**src/rtl/core/fwir_pkg.sv**
```systemverilog
// package for the queue with indexed removal
// holds field widths, operation and error codes, sequencer states and control structs
// no dependencies
package fwir_pkg;

   // default queue depth
   localparam int DEPTH_DEF = 16;

   // field widths
   localparam int DATA_W  = 32;
   localparam int OP_W    = 2;
   localparam int POS_W   = 4;
   localparam int COUNT_W = 5;
   localparam int ERR_W   = 2;

   // packed bus widths, padded to whole bytes
   localparam int REQ_W = 40;
   localparam int RSP_W = 40;

   // request operations
   typedef enum logic [OP_W-1:0] {
      OP_ENQUEUE = 2'd0,
      OP_DEQUEUE = 2'd1,
      OP_REMOVE  = 2'd2
   } op_type;

   // result error codes
   typedef enum logic [ERR_W-1:0] {
      ERR_NONE  = 2'd0,
      ERR_FULL  = 2'd1,
      ERR_EMPTY = 2'd2,
      ERR_RANGE = 2'd3
   } err_type;

   // sequencer states
   typedef enum logic [1:0] {
      ST_IDLE,
      ST_SHIFT,
      ST_HEAD_RD,
      ST_HEAD_OUT
   } state_type;

   // storage port strobes
   typedef struct packed {
      logic wr_en;
      logic rd_en;
   } mem_ctl_type;

   // result status from sequencer
   typedef struct packed {
      logic    res_valid;
      err_type err;
   } res_stat_type;

endpackage

```
**src/rtl/core/fwir_mem.sv**
```systemverilog
// element storage for the queue: one write port, one registered read port
// depends on fwir_pkg
module fwir_mem #(
   parameter int DEPTH = fwir_pkg::DEPTH_DEF,
   localparam int AW = (DEPTH > 1) ? $clog2(DEPTH) : 1
) (
   input  logic                              clock,
   input  fwir_pkg::mem_ctl_type             ctl,
   input  logic [AW-1:0]                     wr_addr,
   input  logic signed [fwir_pkg::DATA_W-1:0] wr_data,
   input  logic [AW-1:0]                     rd_addr,
   output logic signed [fwir_pkg::DATA_W-1:0] rd_data
);

   logic signed [fwir_pkg::DATA_W-1:0] mem [DEPTH];
   logic signed [fwir_pkg::DATA_W-1:0] rd_data_ff;

   // write port
   always_ff @(posedge clock) begin
      if (ctl.wr_en) begin
         mem[wr_addr] <= wr_data;
      end
   end

   // registered read port, holds when not enabled
   always_ff @(posedge clock) begin
      if (ctl.rd_en) begin
         rd_data_ff <= mem[rd_addr];
      end
   end

   assign rd_data = rd_data_ff;

endmodule

```
**src/rtl/core/fwir_seq.sv**
```systemverilog
// sequencer for the queue: decodes requests, keeps the entry count and
// walks the storage one entry per cycle to close the gap on removal
// depends on fwir_pkg
module fwir_seq #(
   parameter int DEPTH = fwir_pkg::DEPTH_DEF,
   localparam int AW = (DEPTH > 1) ? $clog2(DEPTH) : 1,
   localparam int CW = $clog2(DEPTH + 1)
) (
   input  logic                               clock,
   input  logic                               reset,
   input  logic                               req_valid,
   output logic                               req_ready,
   input  fwir_pkg::op_type                   req_op,
   input  logic signed [fwir_pkg::DATA_W-1:0] req_value,
   input  logic [fwir_pkg::POS_W-1:0]         req_pos,
   input  logic                               res_ready,
   output fwir_pkg::res_stat_type             stat,
   output logic [CW-1:0]                      count,
   output fwir_pkg::mem_ctl_type              mem_ctl,
   output logic [AW-1:0]                      wr_addr,
   output logic signed [fwir_pkg::DATA_W-1:0] wr_data,
   output logic [AW-1:0]                      rd_addr,
   input  logic signed [fwir_pkg::DATA_W-1:0] rd_data
);

   // compare width wide enough for both position and count
   localparam int XW = (CW > fwir_pkg::POS_W) ? CW : fwir_pkg::POS_W;

   fwir_pkg::state_type state_ff, state_in;
   logic [CW-1:0]       count_ff, count_in;
   logic [CW-1:0]       rd_ptr_ff, rd_ptr_in;
   logic                pend_ff, pend_in;
   logic [AW-1:0]       wr_addr_ff, wr_addr_in;
   fwir_pkg::err_type   err_ff, err_in;

   logic [XW-1:0]       pos_x;
   logic [XW-1:0]       count_x;
   logic [XW-1:0]       idx_x;
   logic                shift_start;
   logic                accept;

   assign pos_x   = XW'(req_pos);
   assign count_x = XW'(count_ff);
   assign accept  = req_valid && (state_ff == fwir_pkg::ST_IDLE);

   // control state
   always_ff @(posedge clock) begin
      if (reset) begin
         state_ff <= fwir_pkg::ST_IDLE;
         count_ff <= '0;
         pend_ff  <= 1'b0;
      end else begin
         state_ff <= state_in;
         count_ff <= count_in;
         pend_ff  <= pend_in;
      end
   end

   // walk pointers and latched error
   always_ff @(posedge clock) begin
      rd_ptr_ff  <= rd_ptr_in;
      wr_addr_ff <= wr_addr_in;
      err_ff     <= err_in;
   end

   // next state and storage control
   always_comb begin
      state_in    = state_ff;
      count_in    = count_ff;
      rd_ptr_in   = rd_ptr_ff;
      pend_in     = pend_ff;
      wr_addr_in  = wr_addr_ff;
      err_in      = err_ff;
      mem_ctl     = '0;
      wr_addr     = wr_addr_ff;
      wr_data     = rd_data;
      rd_addr     = rd_ptr_ff[AW-1:0];
      shift_start = 1'b0;
      idx_x       = '0;
      stat        = '0;
      stat.err    = err_ff;

      case (state_ff)
         fwir_pkg::ST_IDLE: begin
            if (accept) begin
               err_in   = fwir_pkg::ERR_NONE;
               state_in = fwir_pkg::ST_HEAD_RD;
               case (req_op)
                  fwir_pkg::OP_ENQUEUE: begin
                     if (count_ff == CW'(DEPTH)) begin
                        err_in = fwir_pkg::ERR_FULL;
                     end else begin
                        mem_ctl.wr_en = 1'b1;
                        wr_addr       = count_ff[AW-1:0];
                        wr_data       = req_value;
                        count_in      = count_ff + CW'(1);
                     end
                  end
                  fwir_pkg::OP_DEQUEUE: begin
                     if (count_ff == '0) begin
                        err_in = fwir_pkg::ERR_EMPTY;
                     end else begin
                        shift_start = 1'b1;
                     end
                  end
                  fwir_pkg::OP_REMOVE: begin
                     if (pos_x >= count_x) begin
                        err_in = fwir_pkg::ERR_RANGE;
                     end else begin
                        shift_start = 1'b1;
                        idx_x       = pos_x;
                     end
                  end
                  default: begin
                  end
               endcase
               // start the gap-closing walk just after the removed entry
               if (shift_start) begin
                  rd_ptr_in = CW'(idx_x + XW'(1));
                  pend_in   = 1'b0;
                  state_in  = fwir_pkg::ST_SHIFT;
               end
            end
         end

         fwir_pkg::ST_SHIFT: begin
            // write back the entry read last cycle one place lower
            mem_ctl.wr_en = pend_ff;
            if (rd_ptr_ff < count_ff) begin
               mem_ctl.rd_en = 1'b1;
               pend_in       = 1'b1;
               wr_addr_in    = rd_ptr_ff[AW-1:0] - AW'(1);
               rd_ptr_in     = rd_ptr_ff + CW'(1);
            end else begin
               pend_in = 1'b0;
               if (!pend_ff) begin
                  count_in = count_ff - CW'(1);
                  state_in = fwir_pkg::ST_HEAD_RD;
               end
            end
         end

         fwir_pkg::ST_HEAD_RD: begin
            mem_ctl.rd_en = 1'b1;
            rd_addr       = '0;
            state_in      = fwir_pkg::ST_HEAD_OUT;
         end

         fwir_pkg::ST_HEAD_OUT: begin
            stat.res_valid = 1'b1;
            if (res_ready) begin
               state_in = fwir_pkg::ST_IDLE;
            end
         end

         default: begin
            state_in = fwir_pkg::ST_IDLE;
         end
      endcase
   end

   assign req_ready = (state_ff == fwir_pkg::ST_IDLE);
   assign count     = count_ff;

endmodule

```
**src/rtl/core/fifo_with_indexed_removal_top.sv**
```systemverilog
// queue with indexed removal: enqueue, dequeue, or remove at a position.
// enqueue, error or unused code: the head is read, then the result goes to the result register;
// dequeue or removal at position p with n entries: the walk first moves entries p+1 to n-1 down
// one place, one entry per cycle through the storage port, then the head is read and returned.
// one request at a time: no new request is taken until the result register has taken the result.
// reset clears the count and handshake state; storage is not cleared.
module fifo_with_indexed_removal_top #(
   parameter int DEPTH = fwir_pkg::DEPTH_DEF
) (
   input  logic                       clock,
   input  logic                       reset,
   input  logic                       req_tvalid,
   output logic                       req_tready,
   // operation[1:0], value[33:2], position[37:34], zero pad[39:38]
   input  logic [fwir_pkg::REQ_W-1:0] req_tdata,
   output logic                       rsp_tvalid,
   input  logic                       rsp_tready,
   // head_value[31:0], count[36:32], is_empty[37], error[39:38]
   output logic [fwir_pkg::RSP_W-1:0] rsp_tdata
);

   localparam int AW = (DEPTH > 1) ? $clog2(DEPTH) : 1;
   localparam int CW = $clog2(DEPTH + 1);

   fwir_pkg::op_type                   req_op;
   logic signed [fwir_pkg::DATA_W-1:0] req_value;
   logic [fwir_pkg::POS_W-1:0]         req_pos;

   fwir_pkg::res_stat_type             stat;
   fwir_pkg::mem_ctl_type              mem_ctl;
   logic [CW-1:0]                      count;
   logic [AW-1:0]                      wr_addr;
   logic [AW-1:0]                      rd_addr;
   logic signed [fwir_pkg::DATA_W-1:0] wr_data;
   logic signed [fwir_pkg::DATA_W-1:0] rd_data;

   logic                               res_ready;
   logic                               rsp_tvalid_ff, rsp_tvalid_in;
   logic [fwir_pkg::RSP_W-1:0]         rsp_tdata_ff, rsp_tdata_in;
   logic signed [fwir_pkg::DATA_W-1:0] head;
   logic                               empty;

   // unpack request fields
   assign req_op    = fwir_pkg::op_type'(req_tdata[1:0]);
   assign req_value = req_tdata[33:2];
   assign req_pos   = req_tdata[37:34];

   fwir_seq #(
      .DEPTH(DEPTH)
   ) u_seq (
      .clock     (clock),
      .reset     (reset),
      .req_valid (req_tvalid),
      .req_ready (req_tready),
      .req_op    (req_op),
      .req_value (req_value),
      .req_pos   (req_pos),
      .res_ready (res_ready),
      .stat      (stat),
      .count     (count),
      .mem_ctl   (mem_ctl),
      .wr_addr   (wr_addr),
      .wr_data   (wr_data),
      .rd_addr   (rd_addr),
      .rd_data   (rd_data)
   );

   fwir_mem #(
      .DEPTH(DEPTH)
   ) u_mem (
      .clock   (clock),
      .ctl     (mem_ctl),
      .wr_addr (wr_addr),
      .wr_data (wr_data),
      .rd_addr (rd_addr),
      .rd_data (rd_data)
   );

   // result formatting
   assign empty     = (count == '0);
   assign head      = empty ? '0 : rd_data;
   assign res_ready = !rsp_tvalid_ff || rsp_tready;

   // output register load and drain
   always_comb begin
      rsp_tvalid_in = rsp_tvalid_ff;
      rsp_tdata_in  = rsp_tdata_ff;
      if (stat.res_valid && res_ready) begin
         rsp_tvalid_in = 1'b1;
         rsp_tdata_in  = {stat.err, empty, fwir_pkg::COUNT_W'(count), head};
      end else if (rsp_tready) begin
         rsp_tvalid_in = 1'b0;
      end
   end

   always_ff @(posedge clock) begin
      if (reset) begin
         rsp_tvalid_ff <= 1'b0;
      end else begin
         rsp_tvalid_ff <= rsp_tvalid_in;
      end
   end

   always_ff @(posedge clock) begin
      rsp_tdata_ff <= rsp_tdata_in;
   end

   assign rsp_tvalid = rsp_tvalid_ff;
   assign rsp_tdata  = rsp_tdata_ff;

endmodule
```
**config.mk**
```make
export PLATFORM = sky130hd
export DESIGN_NAME = fifo_with_indexed_removal_top
export DESIGN_NICKNAME = d
export VERILOG_FILES = /design/src/rtl/core/fwir_pkg.sv /design/src/rtl/core/fwir_mem.sv /design/src/rtl/core/fwir_seq.sv /design/src/rtl/core/fifo_with_indexed_removal_top.sv
export SDC_FILE = /design/constraint.sdc
export NUM_CORES = 1
export LEC_CHECK = 0
export ABC_AREA = 1
export BUFFER_PORTS_ARGS = -buffer_cell sky130_fd_sc_hd__clkbuf_2
export CORE_UTILIZATION = 40
export CTS_BUF_LIST = sky130_fd_sc_hd__clkbuf_4 sky130_fd_sc_hd__clkbuf_8 sky130_fd_sc_hd__clkbuf_16
export CTS_CLUSTER_DIAMETER = 50
export DETAILED_ROUTE_END_ITERATION = 6
export PLACE_DENSITY_LB_ADDON = 0.2
export SLEW_MARGIN = 5
export SYNTH_ARGS = -nofsm -noshare
export SYNTH_HDL_FRONTEND = slang
export SYNTH_SLANG_ARGS = --single-unit
```
**constraint.sdc**
```tcl
create_clock -name clock -period 4.8 [get_ports clock]
set_input_delay 0.48 -clock clock [delete_from_list [all_inputs] [get_ports clock]]
set_output_delay 0.48 -clock clock [all_outputs]
set_load 0.1 [all_outputs]
```
==> qor.yml, run 1 <==
register_area_um2: 18000
dr.pass1.iters: 5
gp_congestion: 0.809
htreeDepth: 3
die_area_um2: 62500
status: "finished clean"
ys_ff_latch: 604
dr_wl_met2_mm: 30.6
chipHeight_um: 250
finClkSkew_ps: 18.7
async_flop_share: 0
synth_flop_cell: "edfxtp_1"
cts.repair.resized: 0
antenna_cells: 0
max_slew_margin: 0.262
numCtsBuffers: 67
drt_wl_total_mm: 61.8
timing_worst_setup_path_type: "reg2reg"
drt-wirelength-per-cell_um: 22.2
hold_path.class: "in2reg"
crit_path_end_kind: "flip-flop"
max_slew.worst_pin.slew_ps: 1110
synth_top_area_cell: "edfxtp_1"
rsz0062_at_grt: "no"
synth_area_um2: 24600
syn_nets: 1941
syn_area_per_cell_um2: 13.1
synth_xor_area_frac: 0.00213
drive_gt1_frac: 0.156
setup-tns-final_ps: 0
synth_top_family_by_area: "simple AND/OR/NAND/NOR gates"
postCtsSetupBuffers: 0
drt_iter0_drc: 1194
core_um2: 60600
regToRegSetupSlack_ps: 1240
grt_max_degree: 107
worst-path-max-fanout: 32
cts_hold_buf: 0
cts_tree: "yes"
rows: 90
route.layer.met1.wl_mm: 26.7
io_pins: 86
multi_input_comb_area_um2: 5780
synthCells: 1875
synth_top_area_frac: 0.726
grt_pass1_vias: 14700
start_kind: "flip-flop"
muxShareOfSynthArea: 0.0146
synth_area_leaders: "edfxtp_1, nor2_1, o21ai_0"
nNetsFinal: 2021
place_inst: 2668
synth.most_common_cell: "edfxtp_1"
setup_viol: 0
fp.dieW_um: 250
cellPowerDensity_nw_per_um2: 598
hpwl_mm: 30.5
overflow: 0
leakagePower_nw: 9.80
maxCapViolations: 0
cts_sinks: 604
seq_area_frac_synth: 0.733
wl_met3_mm: 2.79
cp_data_arrival_time_ps: 3780
n_fill_cell: 5395
areaGrowthSynthToFinish_pct: 14.5
root_buffer: "clkbuf_16"
fin_crit_ps: 3560
required_ps: 5020
synth-simple-area-share: 0.116
io_buffers: 83
post-route-util: 0.465
insertion_delay_ps: 590
grt_antenna_before_repair: 0
yosys_warnings: 0
track_usage: 0.199
hold_slack_ps: 150
ir_drop_uv: 341
synthAdderAreaFrac: 0.0115
fmax_mhz: 281
synth-compound-area-share: 0.0834
instances_no_fill: 2785
slew_viol_final: 0
synth_edf_count: 595
dr_total_vias: 15000
routed.top_layer: "met4"
clockBufferDepth: 3
synth.distinct_cells: 34
hold_viol: 0
vias_per_cell: 5.38
finalCritPeriodShare: 0.741
grt_pass1_wl_mm: 92.2
clkSlewWorstSetupHoldPaths_ps: 60
drcViolationCount: 0
synth.top_cells.by_count: "edfxtp_1, nor2_1, o21ai_0, nand2_1"
start_util: 0.406
ant_nets: 0
-- flip-flops by register name, summed over array words and instances (netlist names) --
name              count
u_mem.mem           512
rsp_tdata            40
u_mem.rd_data        32
u_seq.count           5
u_seq.rd_ptr_ff       5
u_seq.wr_addr_ff      4
u_seq.err_ff          2
u_seq.state_ff        2
rsp_tvalid            1
u_seq.pend_ff         1
-- power breakdown --
group | leakage, nW | internal [W] | switching, W
Combinational | 3.29 | 0.00127 | 0.00373
Clock | 1.07 | 0.00300 | 0.00204
Sequential | 5.44 | 0.00669 | 0.000122
Total | 9.80 | 0.0110 | 0.00589
-- area by class of cell --
cell class              instances  area share
flip-flops and latches        604       0.640
multi-input cells            1076       0.205
clock buffers                  86      0.0683
well taps                     782      0.0347
repair buffers                121      0.0306
inverters                      85      0.0116
clock inverters                31     0.00910
-- cells by family after synthesis --
| kind of cell | Yosys count |
|---|---|
| AOI/OAI and AO/OA | 314 |
| xor gates and xnor gates | 6 |
| adders and majority gates | 22 |
| buffers and inverters | 195 |
| DFF | 604 |
| muxes | 32 |
| and+or+nand+nor | 702 |
-- per-layer routing --
metal | track usage | vias to the layer above
met5 | 0 | -
met4 | 0.0748 | 0
met3 | 0.0292 | 110
met2 | 0.338 | 373
met1 | 0.258 | 7490
li1 | - | 7004
-- metrics by stage --
step	setup WS [ps]	area [um^2]	power (W)
after global placement	1340	26000	0.0119
after floorplan	795	24600	0.0105
final	1240	28200	0.0169
after detailed placement	1280	26000	0.0120
after CTS	1260	28200	0.0170
after global routing	967	28200	0.0177
-- worst max-delay path, cell delays in order (launching register included) --
cell and delay (ps):
dfxtp_1 330, inv_1 110, ha_1 330, nand2_1 130
clkinv_1 110, nand3_2 420, o21ai_0 690, nand3_1 330
nor2_4 140, buf_4 570
-- final timing paths --
path,from,cells past startpoint,endpoint
hold reg to reg,u_seq.err_ff[0]$_DFFE_PP_,0,rsp_tdata[38]$_DFFE_PP_
setup / recovery,u_seq.state_ff[0]$_SDFFE_PP0P_,9,u_mem.mem[1][22]$_DFFE_PP_
hold / removal,reset,2,u_seq.count[4]$_SDFFE_PP0P_
setup reg to reg,u_seq.state_ff[0]$_SDFFE_PP0P_,9,u_mem.mem[1][22]$_DFFE_PP_
-- placed cells by master, fill, tap and decap left out, types with 26 or more instances in the layout --
| master | count |
|---|---|
| clkbuf_16 | 73 |
| clkbuf_2 | 83 |
| edfxtp_1 | 595 |
| inv_1 | 77 |
| mux2_2 | 32 |
| nand2_1 | 125 |
| nand3_1 | 78 |
| nor2_1 | 436 |
| o21ai_0 | 147 |
| o221ai_1 | 32 |
| o311ai_0 | 44 |
| o311ai_1 | 52 |
| or2_2 | 26 |
Power figures use the tool's default switching activity.
==> run 2: changes to the inputs <==
- clock period: 4.8 -> 3.66 ns (I/O delays scaled with it)
==> qor.yml, run 2 (same netlist as run 1, synthesis figures left out) <==
total_power_w: 0.0225  # +33%
drcViolationCount: 0  # unchanged
vias_per_cell: 5.47  # +1.7%
htreeDepth: 3  # unchanged
hpwl_mm: 31.4  # +2.8%
fmax_mhz: 336  # +20%
numCtsBuffers: 68  # +1.5%
drive_gt1_frac: 0.163  # +0.00702
dr_total_vias: 15300  # +2.3%
overflow: 0  # unchanged
crit_path_end_kind: "flip-flop"
die_area_um2: 62500  # unchanged
core_um2: 60600  # unchanged
max_slew.worst_pin.slew_ps: 815  # -292 ps
setup-tns-final_ps: 0  # unchanged
hold_path.class: "in2reg"
clockBufferDepth: 3  # unchanged
root_buffer: "clkbuf_16"
gp_congestion: 0.776  # -4.2%
nNetsFinal: 2038  # +0.84%
cellPowerDensity_nw_per_um2: 792  # +32%
ir_drop_uv: 629  # +84%
grt_pass1_wl_mm: 96.5  # +4.7%
cts_sinks: 604  # unchanged
setup_slack_ps: 687  # -555 ps
ant_nets: 0  # unchanged
finalCritPeriodShare: 0.812  # +0.0710
path_cells: "inv_1, ha_1, nand2_1, clkinv_1, nand3_2, o21ai_1, nand3_1, nor2_4, buf_4"
cp_data_arrival_time_ps: 3200  # -580 ps
fp.dieW_um: 250  # unchanged
drt_iter0_drc: 1387  # +16%
crit_slowest_cell: "buf_4"
required_ps: 3880  # -1140 ps
final_cell_mix: "edfxtp_1, nor2_1, o21ai_0"
hold_viol: 0  # unchanged
leakagePower_nw: 9.94  # +1.5%
mostFrequentLayoutCell: "edfxtp_1"
finClkSkew_ps: 24.5  # +5.83 ps
status: "finished clean"
start_util: 0.406  # unchanged
maxCapViolations: 0  # unchanged
chipHeight_um: 250  # unchanged
track_usage: 0.207  # +0.00801
largest_register_ffs: 512  # unchanged
max_slew_margin: 0.457  # +0.194
drt_wl_total_mm: 64.3  # +4.0%
fin_crit_ps: 2970  # -585 ps
dr.pass1.iters: 7  # +2
worst-path-max-fanout: 25  # -22%
rsz0062_at_grt: "no"
n_fill_cell: 5348  # -0.87%
grt_pass1_vias: 15100  # +2.7%
critPathMaxStageDelay_ps: 500  # -190 ps
io_buffers: 83  # unchanged
rows: 90  # unchanged
cts_tree: "yes"
regMostFlops: "u_mem.mem"
setup_viol: 0  # unchanged
timing_worst_setup_path_type: "reg2reg"
slew_viol_final: 0  # unchanged
dp_slack_ps: 720  # -560 ps
clkSlewWorstSetupHoldPaths_ps: 60  # about the same
start_kind: "flip-flop"
insertion_delay_ps: 610  # +20 ps
io_pins: 86  # unchanged
hold_slack_ps: 103  # -47.2 ps
grt_antenna_before_repair: 1  # +1
antenna_cells: 0  # unchanged
areaGrowthSynthToFinish_pct: 15.4
grt_max_degree: 161  # +50%
drt-wirelength-per-cell_um: 22.9  # +3.4%
run 2: final timing paths:
kind / to / slack, ps / start / cells past startpoint
worst min register to register: rsp_tdata[38]$_DFFE_PP_ / 440 / u_seq.err_ff[0]$_DFFE_PP_ / 0
worst max register to register: u_mem.mem[4][19]$_DFFE_PP_ / 690 / u_seq.state_ff[1]$_SDFFE_PP0P_ / 9
worst min-delay path: rsp_tvalid$_SDFFE_PP0P_ / 100 / rsp_tready / 4
worst max-delay path: u_mem.mem[4][19]$_DFFE_PP_ / 690 / u_seq.state_ff[1]$_SDFFE_PP0P_ / 9
run 2: routing by layer:
layer	vias up	share of wire	wire, um	global-route usage
met4	2	0.026	1650	0.0710
met5	-	0.00017	11	0
met1	7747	0.44	28600	0.286
met3	108	0.055	3550	0.0329
li1	7036	-	-	-
met2	433	0.47	30500	0.333
run 2: cell type report:
| cell class | instances | area [um^2] | area share |
|---|---|---|---|
| Tap cell | 782 | 978 | 0.0344 |
| Sequential cell | 604 | 18000 | 0.635 |
| Multi-Input combinational cell | 1076 | 5780 | 0.203 |
| Timing Repair Buffer | 137 | 1040 | 0.0365 |
| Clock buffer | 80 | 1830 | 0.0643 |
| Inverter | 85 | 324 | 0.0114 |
| Clock inverter | 39 | 419 | 0.0148 |
run 2: metrics by stage:
stage / cell area (um^2) / cells / util
3_5_place_dp: 26200 / 2683 / 0.432
5_1_grt: 28400 / 2803 / 0.469
6_report: 28400 / 2803 / 0.469
4_1_cts: 28400 / 2803 / 0.469
2_1_floorplan: 24600 / 1875 / -
3_3_place_gp: 26200 / 2683 / 0.432
run 2: critical path, delay by kind of cell (launching register included):
family	cells	cell delay, ps
AND/OR/NAND/NOR	4	970
flip-flops	1	320
buffers and inverters	3	700
adder cells (fa/ha/maj)	1	180
AO/OA/AOI/OAI	1	370
run 2: report_power, final:
part | total (W) | switching, W | internal, W | leakage, nW
registers | 0.00892 | 0.000150 | 0.00877 | 5.44
logic | 0.00673 | 0.00500 | 0.00173 | 3.39
clock network | 0.00684 | 0.00275 | 0.00409 | 1.11
total | 0.0225 | 0.00791 | 0.0146 | 9.94
run 2: timing repair:
action,CTS,global route
buffers inserted,0,0
hold buffers,1,0
endpoints found under the hold margin,2,0
resized for setup,0,0
